### config.mk
export PLATFORM = sky130hd
export DESIGN_NAME = tha_mac
export DESIGN_NICKNAME = d
export VERILOG_FILES = /design/src/sv/tha_pkg.sv /design/src/sv/tha_mac.sv
export SDC_FILE = /design/constraint.sdc
export NUM_CORES = 2
export LEC_CHECK = 0
export BUFFER_PORTS_ARGS = -buffer_cell sky130_fd_sc_hd__buf_2
export CAP_MARGIN = 40
export CORE_MARGIN = 2
export CORE_UTILIZATION = 42
export DETAILED_ROUTE_END_ITERATION = 7
export PLACE_DENSITY_LB_ADDON = 0.15
export SLEW_MARGIN = 0
export SYNTH_ARGS = -nofsm -noshare
export SYNTH_HDL_FRONTEND = slang
export SYNTH_SLANG_ARGS = --single-unit
### constraint.sdc
create_clock -name clk -period 3.76 [get_ports clk]
set_input_delay 0.752 -clock clk [delete_from_list [all_inputs] [get_ports clk]]
set_output_delay 0.752 -clock clk [all_outputs]
set_load 0.05 [all_outputs]
### src/sv/tha_pkg.sv
// ----------------------------------------------------------------------------
// tha_pkg
// Types, widths and fixed-point constants of the temperature/humidity monitor.
// ----------------------------------------------------------------------------
package tha_pkg;

	localparam int MODE_W  = 2;
	localparam int CODE_W  = 14;
	localparam int VAL_W   = 18;
	localparam int DLY_W   = 16;
	localparam int C_W     = 19;	// humidity code in 1/256 percent, and temperature offset
	localparam int L_W     = 24;	// linearized humidity and compensation term
	localparam int SUM_W   = L_W + 1;
	localparam int OP_W    = 25;	// multiplier operand
	localparam int PROD_W  = 2 * OP_W;
	localparam int ACC_W   = 56;
	localparam int SPLIT_W = 18;	// width of the low part of a wide operand split for the multiplier
	localparam int FRAC_W  = 32;
	localparam int REG_W   = 32;
	localparam int PADDR_W = 5;
	localparam int RIDX_W  = 3;
	localparam int NFLAG   = 4;

	// Input modes
	typedef enum logic [MODE_W-1:0] {
		MODE_TEMP  = 2'd0,
		MODE_HUM   = 2'd1,
		MODE_CLEAR = 2'd2
	} mode_t;

	// Register map (word index)
	typedef enum logic [RIDX_W-1:0] {
		REG_TEMP_ALARM = 3'd0,
		REG_TEMP_TRIP  = 3'd1,
		REG_TEMP_DELAY = 3'd2,
		REG_RH_ALARM   = 3'd3,
		REG_RH_TRIP    = 3'd4,
		REG_RH_DELAY   = 3'd5
	} reg_idx_t;

	// Flag bit positions
	localparam int FLG_TEMP_ALARM = 0;
	localparam int FLG_TEMP_TRIP  = 1;
	localparam int FLG_RH_ALARM   = 2;
	localparam int FLG_RH_TRIP    = 3;

	// Sequencer states
	typedef enum logic [3:0] {
		ST_IDLE,
		ST_X1,
		ST_X2,
		ST_P1,
		ST_P2,
		ST_L1,
		ST_L2,
		ST_G1,
		ST_G2,
		ST_C1,
		ST_C2,
		ST_C3,
		ST_C4,
		ST_DONE
	} state_t;

	// Control for the shared multiply-accumulate unit
	typedef struct packed {
		logic issue;	// multiply this cycle, accumulate next cycle
		logic load;	// start from the addend instead of the accumulator
		logic shl;	// weight the product by 2^SPLIT_W
	} mac_ctl_t;

	// Conversion offsets
	localparam logic signed [VAL_W-1:0] T_OFF = 18'sd12800;	// 50 deg
	localparam logic signed [C_W-1:0]   C_OFF = 19'sd6144;	// 24 percent
	localparam logic signed [C_W-1:0]   T_REF = 19'sd7680;	// 30 deg

	// Linearization: P = (A2N*C - A1S)*C + A0N, lin = C + floor((P + 2^31) / 2^32)
	localparam logic signed [OP_W-1:0]  K_A2N = 25'sd65934;
	localparam logic signed [ACC_W-1:0] K_A1S = 56'sd1721422848;
	localparam logic signed [ACC_W-1:0] K_P0  = 56'sd22696325179;	// A0N plus one half
	// Compensation gain: G = Q1*L + Q0
	localparam logic signed [OP_W-1:0]  K_Q1   = 25'sd39762;
	localparam logic signed [ACC_W-1:0] K_Q0   = 56'sd847397048;
	localparam logic signed [ACC_W-1:0] K_HALF = 56'sd2147483648;

	localparam logic signed [SUM_W-1:0] SUM_VMAX = SUM_W'((1 <<< (VAL_W - 1)) - 1);
	localparam logic signed [SUM_W-1:0] SUM_VMIN = SUM_W'(-(1 <<< (VAL_W - 1)));

	function automatic logic signed [VAL_W-1:0] sat_val(input logic signed [SUM_W-1:0] v);
		logic signed [VAL_W-1:0] r;
		if (v > SUM_VMAX) begin
			r = VAL_W'(SUM_VMAX);
		end else if (v < SUM_VMIN) begin
			r = VAL_W'(SUM_VMIN);
		end else begin
			r = VAL_W'(v);
		end
		return r;
	endfunction

endpackage

### src/sv/tha_mac.sv
// ----------------------------------------------------------------------------
// tha_mac
// Shared signed multiplier with a registered product and a wide accumulator.
// ----------------------------------------------------------------------------
module tha_mac (
	input  logic                                clk,
	input  logic                                arst_n,
	input  tha_pkg::mac_ctl_t                   ctl,
	input  logic signed [tha_pkg::OP_W-1:0]     a,
	input  logic signed [tha_pkg::OP_W-1:0]     b,
	input  logic signed [tha_pkg::ACC_W-1:0]    addend,
	output logic signed [tha_pkg::ACC_W-1:0]    acc
);

	logic signed [tha_pkg::PROD_W-1:0] prod;
	logic signed [tha_pkg::PROD_W-1:0] prod_s1;
	logic signed [tha_pkg::ACC_W-1:0]  add_s1;
	tha_pkg::mac_ctl_t                 ctl_s1;
	logic signed [tha_pkg::ACC_W-1:0]  term;
	logic signed [tha_pkg::ACC_W-1:0]  base;
	logic signed [tha_pkg::ACC_W-1:0]  acc_q;

	assign prod = a * b;

	always_ff @(posedge clk or negedge arst_n) begin
		if (!arst_n) begin
			ctl_s1 <= '0;
		end else begin
			ctl_s1 <= ctl;
		end
	end

	always_ff @(posedge clk) begin
		prod_s1 <= prod;
		add_s1  <= addend;
	end

	always_comb begin
		term = ctl_s1.shl ? (tha_pkg::ACC_W'(prod_s1) <<< tha_pkg::SPLIT_W)
		                  : tha_pkg::ACC_W'(prod_s1);
		base = ctl_s1.load ? add_s1 : acc_q;
	end

	// accumulate the registered product in the cycle after issue
	always_ff @(posedge clk) begin
		if (ctl_s1.issue) begin
			acc_q <= base + term;
		end
	end

	assign acc = acc_q;

endmodule

==> summary.md <==
| Metric | Value |
|---|---|
| Placed insts | 4648 |
| TritonCTS clock tree | yes |
| Dpl hpwl | 76100 um |
| Cts hold-fix bufs | 0 |
| Cells on worst reg2reg path | 16 |
| Layout area overhead | 28.9% |
| DRC | 1 |
| Req. time, crit path | 4.08 ns |
| Ys async rst share | 1.82% |
| Post-Syn Area | 31100 um2 |
| Slew HR | 63.2% |
| Sequential fraction of the synthesis area | 12.5% |
| Post-synth EDFFs | 56 |
| Setup Skew | 0.0151 ns |
| FF+latch area | 3880 um2 |
| Post-synth top area cell | fa_1 |
| Routed via count | 23700 |
| Fin cells | 4780 |
| Drt first-iter violations | 1278 |
| Largest net degree at the start of global routing | 35 |
| Maxcap violations | 0 |
| Synth Warn # | 0 |
| Clock transition at the registers of the reported paths | 0.06 ns |
| Fmax | 154 MHz |
| # diodes | 0 |
| Worst min-delay path category | primary input to asynchronous set/reset pin |
| H-tree levels | 4 |
| Post-synthesis register bit count | 165 |
| Fillers | 6403 |
| Initial Util | 42.5% |
| Post-Syn Instances | 3266 |
| Area used by multi-input combinational logic | 26300 um2 |
| Critical R2R Capture | acc[33] |
| Mapped Nets | 4232 |
| Mean Syn Cell Area | 9.54 um2 |
| Core area | 73200 um2 |
| GRT overflow | 0 |
| CTS max path bufs | 2 |
| Rows | 99 |
| Global Route Usage Sum | 23.3% |
| Final Wtd Congestion | 0.918 |
| Clock root buffer | clkbuf_16 |
| Initial antenna violation count | 1 |
| Die Span X | 276 um |
| Prevailing post-synth register cell | dfxtp_1 |
| Final hold viol count | 0 |
| CP Capture Type | flip-flop |
| RSZ-0062 raised after global routing | true |
| NumNets Final | 4774 |
| CP arrival | 6.83 ns |
| Post-Route WL | 89000 um |
| Die H | 276 um |
| Mean routed wirelength per cell | 18.6 um |
| Fin. max-slew vios | 0 |
| Startpoint Class | primary input |
| Skew-Pair Late Insertion Delay | 0.45 ns |
| Measured slew at the worst slew-check pin | 0.547 ns |
| Antenna viol nets, final | 0 |
| Failing checks | DRC, setup timing |
| Reg2Reg Setup Slack | 0.08 ns |
| Final worst setup slack | -2.75 ns |
| DRT Pass-1 Iters | 8 |
| Top post-synthesis cells by area | fa_1 (42%), inv_1 (8.3%), ha_1 (7.9%) |
| Final Cycle Share | 173% |
| Vias in the first global route | 26000 |
| Max FO, Critical Path | 6 |
| Netlist cell types | 79 |
| Share of layout cells above drive strength 1 | 30.9% |
| Critical path class | primary input to flip-flop |
| Post-synth top area share | 42.4% |
| Vias/cell | 4.96 |
| Post-synth top cells | inv_1 (685), fa_1 (659), nand2_1 (393), and2_1 (299), ha_1 (196) |
| Ports | 167 |
| Min Tclk post-route | 6.51 ns |
| Total CTS buffers | 17 |
| First-pass GRT wire length | 141000 um |
| Die area | 76400 um2 |
| Outcome | complete, but fails checks |
| Final setup fails | 44 |
| Port Buffers | 166 |
| Most common cell in the netlist | inv_1 |
| Clk sink count | 165 |
| R2R Path Start | ctl_s1[1] |
per-layer routing:
metal	wire (um)	track usage (%)	vias up
li1	-	-	11000
met1	40600	32.4	12100
met2	43100	39.7	597
met3	4180	2.68	67
met4	1190	4.20	0
met5	0	0	-
timing repair:
action | 4_1_cts | 5_1_grt
setup buffers | 45 | 66
gates cloned | 1 | 2
pin swaps | 119 | 215
gates resized for setup | 307 | 264
setup endpoints to repair | 55 | 63
worst max-delay path by stage:
stage	from	to	slack, ns
global route	b[5]	prod_s1[48]	-2.95
detailed placement	b[7]	prod_s1[43]	-3.42
CTS	b[6]	prod_s1[46]	-2.81
floorplan	a[24]	prod_s1[46]	-2.90
global placement	b[5]	prod_s1[46]	-3.36
finish	b[5]	prod_s1[46]	-2.75
final cells by class:
cell class | count | share of cell area [%]
clock buffer | 20 | 1.11
multi-input combinational | 2286 | 65.6
timing repair buffer | 652 | 14.0
tap | 959 | 2.99
inverter | 686 | 6.43
clock inverter | 12 | 0.262
sequential | 165 | 9.67
sequential cells by signal (all words and copies together) (netlist names):
name     count
add_s1      56
acc         56
ctl_s1       3
prod_s1     50
cells in the final DEF (no fill, tap or decap), drive strengths merged, types with 13 or more instances in the layout:
cell,instances
nand2,393
nor2b,33
a21o,46
xnor2,74
xor2,32
mux2,85
dfxtp,106
nor2,91
nand2b,21
o21ai,54
fa,659
nor3,17
a21oi,99
edfxtp,56
ha,196
nand3,28
and2,300
and3,13
inv,687
clkbuf,25
buf,647
kinds of logic after synthesis:
group                    share of synthesized area, %
multiplexers                                     3.27
AND/OR/NAND/NOR                                  14.8
XOR/XNOR                                         2.98
adder cells (fa/ha/maj)                          50.2
AO/OA/AOI/OAI                                    6.43
buffers and inverters                            9.85
flip-flops                                       12.5
critical path: stages:
cell and delay, ns:
buf_8 0.10, buf_6 0.12, buf_12 0.12, and2_4 0.14
fa_1 0.48, fa_1 0.55, inv_2 0.10, buf_12 0.14
fa_1 0.47, inv_1 0.05, fa_1 0.55, fa_1 0.63
fa_1 0.45, fa_1 0.52, ha_2 0.34, a21o_1 0.22
a221o_1 0.41, a31oi_4 0.22, or3_1 0.13, or3b_1 0.33
stage by stage:
step	utilization [%]	hold slack (ns)	setup slack, ns	TNS [ns]	instance area [um2]
finish	54.8	0.102	-2.75	-94.12	40200
global route	54.8	0.0792	-2.95	-100.87	40200
CTS	52.7	0.0706	-2.81	-88.67	38500
detailed placement	49.9	0.559	-3.42	-117.33	36500
global placement	49.9	0.558	-3.36	-117.76	36500
floorplan	-	0.456	-2.90	-89.46	32200
Power is not shown: default switching activity piles up to over one toggle a cycle in this logic, so the estimate is an artifact.
