File: config.mk
export PLATFORM = sky130hd
export DESIGN_NAME = tha_qual
export DESIGN_NICKNAME = d
export VERILOG_FILES = /design/src/sv/tha_pkg.sv /design/src/sv/tha_qual.sv
export SDC_FILE = /design/constraint.sdc
export NUM_CORES = 1
export LEC_CHECK = 0
export BUFFER_PORTS_ARGS = -buffer_cell sky130_fd_sc_hd__buf_2
export CAP_MARGIN = 20
export CORE_MARGIN = 2
export CORE_UTILIZATION = 45
export CTS_CLUSTER_SIZE = 12
export DETAILED_ROUTE_END_ITERATION = 12
export GPL_TIMING_DRIVEN = 1
export HOLD_SLACK_MARGIN = 0.08
export PLACE_DENSITY_LB_ADDON = 0.2
export SLEW_MARGIN = 40
export SYNTH_ARGS = -nofsm -noshare
export SYNTH_HDL_FRONTEND = slang
export SYNTH_SLANG_ARGS = --single-unit
File: constraint.sdc
create_clock -name clk -period 2.2 [get_ports clk]
set_input_delay 0.44 -clock clk [delete_from_list [all_inputs] [get_ports clk]]
set_output_delay 0.44 -clock clk [all_outputs]
set_load 0.01 [all_outputs]
File: src/sv/tha_pkg.sv
// ----------------------------------------------------------------------------
// tha_pkg
// Types, widths and fixed-point constants of the temperature/humidity monitor.
// ----------------------------------------------------------------------------
package tha_pkg;

	localparam int MODE_W  = 2;
	localparam int CODE_W  = 14;
	localparam int VAL_W   = 18;
	localparam int DLY_W   = 16;
	localparam int C_W     = 19;	// humidity code in 1/256 percent, and temperature offset
	localparam int L_W     = 24;	// linearized humidity and compensation term
	localparam int SUM_W   = L_W + 1;
	localparam int OP_W    = 25;	// multiplier operand
	localparam int PROD_W  = 2 * OP_W;
	localparam int ACC_W   = 56;
	localparam int SPLIT_W = 18;	// width of the low part of a wide operand split for the multiplier
	localparam int FRAC_W  = 32;
	localparam int REG_W   = 32;
	localparam int PADDR_W = 5;
	localparam int RIDX_W  = 3;
	localparam int NFLAG   = 4;

	// Input modes
	typedef enum logic [MODE_W-1:0] {
		MODE_TEMP  = 2'd0,
		MODE_HUM   = 2'd1,
		MODE_CLEAR = 2'd2
	} mode_t;

	// Register map (word index)
	typedef enum logic [RIDX_W-1:0] {
		REG_TEMP_ALARM = 3'd0,
		REG_TEMP_TRIP  = 3'd1,
		REG_TEMP_DELAY = 3'd2,
		REG_RH_ALARM   = 3'd3,
		REG_RH_TRIP    = 3'd4,
		REG_RH_DELAY   = 3'd5
	} reg_idx_t;

	// Flag bit positions
	localparam int FLG_TEMP_ALARM = 0;
	localparam int FLG_TEMP_TRIP  = 1;
	localparam int FLG_RH_ALARM   = 2;
	localparam int FLG_RH_TRIP    = 3;

	// Sequencer states
	typedef enum logic [3:0] {
		ST_IDLE,
		ST_X1,
		ST_X2,
		ST_P1,
		ST_P2,
		ST_L1,
		ST_L2,
		ST_G1,
		ST_G2,
		ST_C1,
		ST_C2,
		ST_C3,
		ST_C4,
		ST_DONE
	} state_t;

	// Control for the shared multiply-accumulate unit
	typedef struct packed {
		logic issue;	// multiply this cycle, accumulate next cycle
		logic load;	// start from the addend instead of the accumulator
		logic shl;	// weight the product by 2^SPLIT_W
	} mac_ctl_t;

	// Conversion offsets
	localparam logic signed [VAL_W-1:0] T_OFF = 18'sd12800;	// 50 deg
	localparam logic signed [C_W-1:0]   C_OFF = 19'sd6144;	// 24 percent
	localparam logic signed [C_W-1:0]   T_REF = 19'sd7680;	// 30 deg

	// Linearization: P = (A2N*C - A1S)*C + A0N, lin = C + floor((P + 2^31) / 2^32)
	localparam logic signed [OP_W-1:0]  K_A2N = 25'sd65934;
	localparam logic signed [ACC_W-1:0] K_A1S = 56'sd1721422848;
	localparam logic signed [ACC_W-1:0] K_P0  = 56'sd22696325179;	// A0N plus one half
	// Compensation gain: G = Q1*L + Q0
	localparam logic signed [OP_W-1:0]  K_Q1   = 25'sd39762;
	localparam logic signed [ACC_W-1:0] K_Q0   = 56'sd847397048;
	localparam logic signed [ACC_W-1:0] K_HALF = 56'sd2147483648;

	localparam logic signed [SUM_W-1:0] SUM_VMAX = SUM_W'((1 <<< (VAL_W - 1)) - 1);
	localparam logic signed [SUM_W-1:0] SUM_VMIN = SUM_W'(-(1 <<< (VAL_W - 1)));

	function automatic logic signed [VAL_W-1:0] sat_val(input logic signed [SUM_W-1:0] v);
		logic signed [VAL_W-1:0] r;
		if (v > SUM_VMAX) begin
			r = VAL_W'(SUM_VMAX);
		end else if (v < SUM_VMIN) begin
			r = VAL_W'(SUM_VMIN);
		end else begin
			r = VAL_W'(v);
		end
		return r;
	endfunction

endpackage

File: src/sv/tha_qual.sv
// ----------------------------------------------------------------------------
// tha_qual
// Over-limit qualifier: counts consecutive samples above a limit and fires
// once the count has reached the delay.
// ----------------------------------------------------------------------------
module tha_qual (
	input  logic                                clk,
	input  logic                                arst_n,
	input  logic                                en,
	input  logic signed [tha_pkg::VAL_W-1:0]    value,
	input  logic signed [tha_pkg::VAL_W-1:0]    limit,
	input  logic [tha_pkg::DLY_W-1:0]           delay,
	output logic                                hit
);

	logic                        over;
	logic                        waiting;
	logic [tha_pkg::DLY_W-1:0]   count_q;

	assign over    = value > limit;
	assign waiting = count_q < delay;
	assign hit     = en && over && !waiting;

	always_ff @(posedge clk or negedge arst_n) begin
		if (!arst_n) begin
			count_q <= '0;
		end else if (en) begin
			if (over && waiting) begin
				count_q <= count_q + tha_pkg::DLY_W'(1);
			end else begin
				count_q <= '0;
			end
		end
	end

endmodule

==> run metrics <==
number of cells produced by synthesis 203; Switching Fraction 32.6%; leakage power figure 0.00132 µW; cell at the root of the clock tree sky130_fd_sc_hd__clkbuf_8; post-layout net count 381; number of DRC markers in iteration 0 66; Distinct cells, synth 41; netlist area before placement 1750 µm²; largest net degree at the start of global routing 18; core occupancy in the finished layout 67.0%; post-route fraction of the period consumed by the critical path 110%; number of enable flip-flop cells after synthesis 0; largest registers ranked by flip-flop count count_q x16; kind of capture point of the worst setup path primary output; sequential element share of the synthesized area 22.8%; Synth area leaders sky130_fd_sc_hd__ha_1, sky130_fd_sc_hd__dfrtp_1, sky130_fd_sc_hd__inv_1; mean routed wirelength per cell 11.5 µm; # rows 22; overall global routing resource usage 18.3%; Placed Cells incl. Taps 332; clock skew 0.00112 ns; Antenna Diode Count 0; horizontal die dimension 66.4 µm; max_cap viols 0; post-route setup slack -0.220 ns; setup repair after global routing missed its margin yes; antenna violations before repair 0; share of cells above drive strength 1 41.4%; Avg Cell Area, Syn 8.64 µm²; clock period minus final worst setup slack 2.42 ns; net count of the mapped netlist 292; Slew Viols, Final 0; crit start category input port; DRT Wirelength 3890 µm; floorplan die height 66.4 µm; Num CTS Buffers 3; total of hold buffers inserted after clock tree synthesis 0; Int Power 611 µW; required time of the worst setup path 1.76 ns; effective utilization at floorplan 47.2%; FMAX 413 MHz; worst slack on hold paths 0.0976 ns; post-CTS clock slew at the launch and capture registers of the worst setup and hold paths 0.06 ns; Die Outline Area 4410 µm²; register share of total power 36.4%; Largest register FFs 16; top-level port count 56; Setup-failing EPs final 1; part of the total power dissipated in the clock network 24.2%; relative contribution of combinational cells to total power 39.4%; library cell occupying the most area in the post-synthesis netlist sky130_fd_sc_hd__ha_1; total congestion overflow after global routing 0; wire length of the first global-routing pass 6390 µm; Placeable Area 3720 µm²; switching pwr 295 µW; number of standard cells in the layout, taps in and fillers out 338; Peak VDD IR 0.360 mV; status finished, violations left; number of levels the H-tree was split into 1; worst-margin pin slew 0.369 ns; clock tree from TritonCTS done; Critical Path AT 1.98 ns; placed wire-length estimate 3130 µm; Synth warnings 0; number of hold-slack violations in the final timing report 0; Slew HR 75.3%; via count 1725; top flip-flop cell by instance count after synthesis sky130_fd_sc_hd__dfrtp_1; Yosys top cell area share 24.3%; count of unresolved DRC violations after routing 0; most numerous cell types in the synthesized netlist sky130_fd_sc_hd__inv_1, sky130_fd_sc_hd__ha_1, sky130_fd_sc_hd__dfrtp_1, sky130_fd_sc_hd__nand4_1, sky130_fd_sc_hd__a21oi_2; vias in the first global route 1584; number of sinks on the clock net 16; Syn-to-layout area delta 42.1%; type of the most critical hold path input port to asynchronous set/reset pin; worst-path maximum fanout 3; post-route antenna net violation count 0; routability-driven placement congestion ratio 0.789; Power per Cell Area 364 nW/µm²; via density per instance 5.10; most used standard cell by instance count after synthesis sky130_fd_sc_hd__inv_1; CTS Buffer Depth 2; violated checks negative setup slack; critical path start-end classification input port to primary output; clock insertion delay at the later pin of the skew report 0.25 ns; register with the most flip-flops count_q; drt pass-1 iters 4; Port Buffers 55; proportion of synthesized flip-flops having asynchronous set or reset 100%; total of flip-flops plus latches after synthesis 16
stage by stage:
| stage | TNS [ns] | instance area [µm²] | setup WS [ns] | power [µW] |
|---|---|---|---|---|
| 3_5_place_dp | -3.62 | 2290 | -0.279 | 660 |
| 6_report | -0.220 | 2490 | -0.220 | 907 |
| 3_3_place_gp | -2.93 | 2290 | -0.261 | 655 |
| 4_1_cts | -0.202 | 2400 | -0.202 | 891 |
| 2_1_floorplan | -0.0546 | 1750 | -0.0546 | 521 |
| 5_1_grt | -0.596 | 2490 | -0.327 | 972 |
worst paths after layout:
check | startpoint | to | slack (ns) | depth (start not counted)
min in group clk | count_q[0]$_DFFE_PN0P_ | count_q[0]$_DFFE_PN0P_ | 0.56 | 1
max in group asynchronous | arst_n | count_q[5]$_DFFE_PN0P_ | 1.84 | 1
worst min-delay path | arst_n | count_q[12]$_DFFE_PN0P_ | 0.1 | 1
worst max-delay path | limit[9] | hit | -0.22 | 10
worst min register to register | count_q[0]$_DFFE_PN0P_ | count_q[0]$_DFFE_PN0P_ | 0.56 | 1
worst max register to register | count_q[6]$_DFFE_PN0P_ | count_q[2]$_DFFE_PN0P_ | 0.02 | 10
placed cells by master, fill, tap and decap left out, types with 3 or more instances in the layout:
cell type                  synthesis  final
sky130_fd_sc_hd__a211oi_2          1      3
sky130_fd_sc_hd__a21oi_1           7      7
sky130_fd_sc_hd__a21oi_2          10     10
sky130_fd_sc_hd__a41oi_1           4      3
sky130_fd_sc_hd__buf_2             0     55
sky130_fd_sc_hd__buf_4             1     30
sky130_fd_sc_hd__clkbuf_8          0      3
sky130_fd_sc_hd__dfrtp_1          16     16
sky130_fd_sc_hd__ha_1             34     28
sky130_fd_sc_hd__ha_4              0      6
sky130_fd_sc_hd__inv_1            44     44
sky130_fd_sc_hd__nand2_1           8      8
sky130_fd_sc_hd__nand3_1           9      9
sky130_fd_sc_hd__nand4_1          12     12
sky130_fd_sc_hd__nor2_1            6      6
sky130_fd_sc_hd__nor3_1            3      3
sky130_fd_sc_hd__o22ai_1           5      5
sky130_fd_sc_hd__xnor2_1           3      3
sky130_fd_sc_hd__xor2_1            7      7
power groups by stage:
stage	combinational, µW	clock (µW)	sequential [µW]
6_report	357	219	330
4_1_cts	335	226	329
3_5_place_dp	325	0	335
5_1_grt	404	236	332
2_1_floorplan	184	0	337
3_3_place_gp	319	0	335
metal layers:
metal	global-route usage, %	part of all wire [%]
met2	32.0	45
met5	0	0
met1	23.2	47
met4	6.12	1.8
met3	2.21	6.4
critical path: stages:
cell	delay, ns
sky130_fd_sc_hd__buf_2	0.08
sky130_fd_sc_hd__inv_1	0.05
sky130_fd_sc_hd__ha_4	0.26
sky130_fd_sc_hd__nand4_1	0.16
sky130_fd_sc_hd__a211oi_2	0.28
sky130_fd_sc_hd__a2111oi_2	0.07
sky130_fd_sc_hd__o31ai_2	0.28
sky130_fd_sc_hd__nand3_1	0.10
sky130_fd_sc_hd__nor2_1	0.13
sky130_fd_sc_hd__buf_2	0.14
final cells by class:
type                    count  area, µm²
clock buffers               3       41.3
inverters                  44        165
flip-flops and latches     16        400
fillers                   317       1220
multi-input cells         139       1280
well taps                  48       60.1
repair buffers             88        543
kinds of logic after synthesis:
family / share of synthesized area, %
multiplexers: 0.571
adder cells (fa/ha/maj): 24.3
XOR/XNOR: 5.00
flip-flops: 22.8
buffers and inverters: 11.3
AO/OA/AOI/OAI: 20.6
AND/OR/NAND/NOR: 15.5
timing repair:
item	4_1_cts	5_1_grt
setup endpoints to repair	16	16
setup buffers	1	2
gates resized for setup	8	8
endpoints found under the hold margin	0	0
pin swaps	6	8
Power figures use the tool's default switching activity.
